`config.mk`:
```
export PLATFORM = sky130hd
export DESIGN_NAME = abs_spread
export DESIGN_NICKNAME = d
export VERILOG_FILES = /design/src/hw/rtl/abs_pkg.sv /design/src/hw/rtl/abs_spread.sv
export SDC_FILE = /design/constraint.sdc
export NUM_CORES = 1
export LEC_CHECK = 0
export ABC_AREA = 1
export BUFFER_PORTS_ARGS = -buffer_cell sky130_fd_sc_hd__clkbuf_2
export CAP_MARGIN = 40
export CORE_MARGIN = 5
export CORE_UTILIZATION = 41
export DETAILED_ROUTE_END_ITERATION = 8
export PLACE_DENSITY = 0.7
export SETUP_SLACK_MARGIN = 0.2
export SYNTH_ARGS = -nofsm -noshare
export SYNTH_HDL_FRONTEND = slang
export SYNTH_SLANG_ARGS = --single-unit
```
`constraint.sdc`:
```
create_clock -name vclk -period 14.8
set_input_delay 2.22 -clock vclk [all_inputs]
set_output_delay 2.22 -clock vclk [all_outputs]
set_load 0.02 [all_outputs]
```
`src/hw/rtl/abs_pkg.sv`:
```
`timescale 1ns / 1ps
`default_nettype none
// ----------------------------------------------------------------------------
// abs_pkg
// shared constants and types of the background segmenter
// ----------------------------------------------------------------------------
package abs_pkg;

	localparam int unsigned PIXELS     = 65536;
	localparam int unsigned MAX_FRAMES = 64;
	localparam int unsigned PIX_W      = 16;
	localparam int unsigned ADDR_W     = (PIXELS > 1) ? $clog2(PIXELS) : 1;
	localparam int unsigned SUM_W      = 14;
	localparam int unsigned SUM_MAX    = (1 << SUM_W) - 1;
	localparam int unsigned CNT_W      = $clog2(MAX_FRAMES + 1);
	localparam int unsigned LOG_F      = $clog2(MAX_FRAMES);
	localparam int unsigned IDX_W      = (LOG_F > 0) ? LOG_F : 1;
	// rounded numerator: sum plus half the count
	localparam int unsigned NUM_W      = SUM_W + 1;
	// reciprocal shift that keeps the product exact for every numerator
	localparam int unsigned RSH        = NUM_W + LOG_F;
	localparam int unsigned REC_W      = RSH + 1;
	localparam int unsigned PROD_W     = NUM_W + REC_W;
	localparam int unsigned SCALE_W    = 5;

	typedef enum logic [1:0] {
		OP_LEARN   = 2'd0,
		OP_BUILD   = 2'd1,
		OP_SEGMENT = 2'd2,
		OP_NONE    = 2'd3
	} op_t;

	typedef enum logic {
		REG_HIGH_SCALE = 1'b0,
		REG_LOW_SCALE  = 1'b1
	} reg_idx_t;

	typedef logic [2:0][7:0] ch3_t;

	typedef struct packed {
		ch3_t                  prev;
		logic [2:0][SUM_W-1:0] sum;
		logic [2:0][SUM_W-1:0] dif;
	} hist_t;

	typedef struct packed {
		ch3_t lo;
		ch3_t hi;
	} bounds_t;

	typedef struct packed {
		logic [PROD_W-1:0] avg_prod;
		logic [PROD_W-1:0] dif_prod;
	} prod_pair_t;

	typedef struct packed {
		logic [7:0] avg;
		logic [7:0] up;
		logic [7:0] down;
	} chan_terms_t;

endpackage
`default_nettype wire

```
`src/hw/rtl/abs_spread.sv`:
```
`timescale 1ns / 1ps
`default_nettype none
// ----------------------------------------------------------------------------
// abs_spread
// one channel: quotients from reciprocal products, clamped average and
// scaled spread terms
// ----------------------------------------------------------------------------
module abs_spread (
	input  abs_pkg::prod_pair_t           prods,
	input  logic [abs_pkg::SCALE_W-1:0]   high_scale,
	input  logic [abs_pkg::SCALE_W-1:0]   low_scale,
	output abs_pkg::chan_terms_t          terms
);
	localparam int unsigned MW = abs_pkg::SCALE_W + 8;

	logic [abs_pkg::NUM_W-1:0] q_avg;
	logic [abs_pkg::NUM_W-1:0] q_dif;
	logic [abs_pkg::NUM_W:0]   spread_w;
	logic [7:0]                spread;
	logic [MW-1:0]             up_w;
	logic [MW-1:0]             down_w;

	always_comb begin
		q_avg    = abs_pkg::NUM_W'(prods.avg_prod >> abs_pkg::RSH);
		q_dif    = abs_pkg::NUM_W'(prods.dif_prod >> abs_pkg::RSH);
		spread_w = {1'b0, q_dif} + (abs_pkg::NUM_W+1)'(1);
		spread   = (spread_w > (abs_pkg::NUM_W+1)'(255)) ? 8'd255 : spread_w[7:0];
		up_w     = MW'(high_scale) * MW'(spread);
		down_w   = MW'(low_scale) * MW'(spread);
		terms.avg  = (q_avg > abs_pkg::NUM_W'(255)) ? 8'd255 : q_avg[7:0];
		terms.up   = (up_w > MW'(255)) ? 8'd255 : up_w[7:0];
		terms.down = (down_w > MW'(255)) ? 8'd255 : down_w[7:0];
	end
endmodule
`default_nettype wire

```
# Yosys cells after proc, flatten, opt, wreduce, memory -nomap -nowiden
# Index checks and enable logic that the tools add are counted.
# word_totals
output_inout_bits	24
elab_cells	11
input_bits	84
register_bits	0
# classes
mux	4
mul	2
addsub	1
magnitude_cmp	4
# op_table
cell	n
$mux W8	4
$gt A13 B8 Y1 const B	2
$mul A5 B8 Y13	2
$add A15 B1 Y16 const B	1
$gt A16 B8 Y1 const B	1
$gt A15 B8 Y1 const B	1

# Logic depth before layout (Yosys ltp)
# logic_depth
ltp_word	6
mapped_depth	29
depth_no_buf	29

# Worst setup path before layout
# Ideal clock, no wire load.
# synth_path
path_type	input to output
start	input port prods[21] in the netlist's numbering
end	output port terms[1] in the netlist's numbering
path_buffers	0
required_time_ns	12.580
arrival_time_ns	6.554
cell_stages	23
path_slack_ns	6.026
cell_sequence	ha_1 -> nand3_2 -> nor2_1 -> nand3_1 -> nand2_1 -> nand3_1 -> nor2_8 -> nand3_4 -> nand2_1 -> inv_1 -> fa_1 -> fa_1 -> inv_1 -> fa_1 -> inv_1 -> ha_1 -> a21oi_1 -> nand3_1 -> xor2_1 -> nor2_1 -> nand2_1 -> nor2_1 -> nand2_1
# synth_lines
item	line	text
from (decl)	abs_spread.sv:9	input abs_pkg::prod_pair_t prods,
to (decl)	abs_spread.sv:12	output abs_pkg::chan_terms_t terms

==> impl_metrics.py <==
metrics = {
    "power": {
        "power.leakage_nw": 2.38,
        "ir_drop_mv": 0.0290,
        "p_per_area_nw_per_um2": 86.1,
    },
    "finish": {
        "final_common_cell": "nand2_1",
        "diodes": 0,
        "seq_cell_count": 0,
        "area_growth_syn_to_layout_pct": 12.2,
        "regArea_sq_um": 0,
        "design_area_sq_um": 3770,
        "clkbuf_count": 0,
        "stdcell_count": 702,
        "final_core_util": 0.466,
        "drive_gt1_frac": 0.137,
        "mostFrequentLayoutCells": "198 x nand2_1, 135 x inv_1, 64 x clkbuf_2",
        "final_net_count": 763,
    },
    "setup_path": {
        "critPathKind": "primary input to output port",
        "critPathRequiredTime_ns": 12.58,
        "max_stage_delay_ns": 0.55,
        "endpoint_kind": "output port",
        "crit_path_start_kind": "primary input",
        "path_max_fanout": 10,
        "path_delay_family": "adder cells",
        "worst_path_max_delay_cell": "fa_1",
        "cp_common_cell": "nand2_1",
        "path_buf_inv": 7,
        "crit_arrival_ns": 7.37,
        "cp.depth": 27,
    },
    "detailed_routing": {
        "drtIter0Drc": 123,
        "final_antenna_net_count": 0,
        "wirelength_um": 7350,
        "vias_per_cell": 4.67,
        "drt_first_pass_iters": 4,
        "via_count": 3280,
        "drc": 0,
        "detail_route.wl_per_cell_um": 10.5,
    },
    "global_routing": {
        "antenna_found_initial": 0,
        "grt_pass1_wl_um": 13500,
        "grt_overflow": 0,
        "grt_usage": 0.154,
        "grt_pass1_vias": 3251,
        "grt_max_degree": 11,
    },
    "sta": {
        "tns_ns": 0,
        "rsz0062_at_grt": "no",
        "setup_viol": 0,
        "hold_viol": 0,
        "worstMarginPinSlew_ns": 0.539,
        "max_freq_mhz": 104,
        "maxSlewViolCount": 0,
        "maxSlewHeadroom": 0.639,
        "timing.final.crit_share": 0.648,
        "fin_crit_ns": 9.59,
    },
    "floorplan": {
        "placement_rows": 33,
        "start_util": 0.415,
        "die_y_um": 101,
        "die_x_um": 101,
        "fp.dieArea_sq_um": 10100,
        "io_pins": 108,
        "core_area_sq_um": 8090,
    },
    "placed_design": {
        "dp.cells": 702,
        "gp_congestion": 0.909,
        "dp_hpwl_um": 6660,
        "port_buffers": 64,
        "dpl_cell_area_sq_um": 3770,
    },
    "synthesis": {
        "netlist_area_sq_um": 3360,
        "ys_warn_count": 0,
        "synth_cells": 544,
        "synth.distinct_cells": 24,
        "synth.avg_cell_area_sq_um": 6.17,
        "syn_nets": 708,
        "ys_seq_area_frac": 0,
    },
    "run": {
        "maxCapViolations": 0,
    },
    "min_path": {
        "hold_class": "primary input to output port",
        "whs_path_depth": 4,
    },
    "clocking": {
        "cts_setup_buffers": 0,
        "hold_buffers": 0,
        "ctsResizeCount": 0,
    },
    "status": {
        "status": "completed",
    },
}
-- power breakdown --
| part | total (mW) | switching, mW | internal, mW |
|---|---|---|---|
| Combinational | 0.324 | 0.199 | 0.125 |
| Clock | 0 | 0 | 0 |
| Sequential | 0 | 0 | 0 |
| Total | 0.324 | 0.199 | 0.125 |
-- per-stage QoR --
step	setup WS [ns]	total power, mW	hold WS, ns
after floorplan	6.03	0.258	4.60
final	5.21	0.324	4.75
after detailed placement	5.21	0.325	4.75
after global placement	5.30	0.317	4.74
after CTS	5.20	0.327	4.75
after global routing	4.60	0.380	4.77
-- cell usage after synthesis --
master | count | share of area
o21bai_1 | 5 | 0.011
fa_1 | 36 | 0.21
nor2_1 | 35 | 0.039
ha_1 | 44 | 0.16
nor3_1 | 1 | 0.0015
clkbuf_1 | 11 | 0.012
inv_1 | 135 | 0.15
nor4_1 | 1 | 0.0019
a21oi_2 | 1 | 0.0026
xor2_1 | 9 | 0.023
o21ai_0 | 1 | 0.0015
and2_1 | 1 | 0.0019
nand4_1 | 6 | 0.011
nand2_2 | 4 | 0.0075
nand2_1 | 198 | 0.22
nor2_4 | 1 | 0.0034
nand3_1 | 24 | 0.036
nand3_4 | 8 | 0.042
nor2_2 | 1 | 0.0019
a21oi_1 | 10 | 0.015
nand3b_1 | 2 | 0.0045
nand3_2 | 1 | 0.0030
nor2_8 | 2 | 0.012
xnor2_1 | 7 | 0.018
-- layout make-up --
cell class         count  area (sq um)
repair buffers        64           320
inverters            135           507
multi-input cells    398          2810
well taps            105           131
fillers              880          4320
-- metal layers --
metal  up-vias  GRT usage  share of wire
li1       1713          -              -
met1      1500      0.199           0.44
met2        65      0.298           0.51
met3         2    0.00484          0.039
met4         0    0.00725         0.0019
met5         -          0              0
-- cell families after synthesis --
logic type      after synthesis  share of synthesized area
compound gates               17                     0.0302
buf+inv                     146                      0.163
xor+xnor                     16                     0.0417
fa+ha+maj                    80                      0.379
simple gates                285                      0.386
-- final timing paths --
kind      start  slack [ns]         to
max   prods[21]        5.21   terms[2]
min   prods[63]        4.75  terms[21]
(Power assumes the default switching activity.)
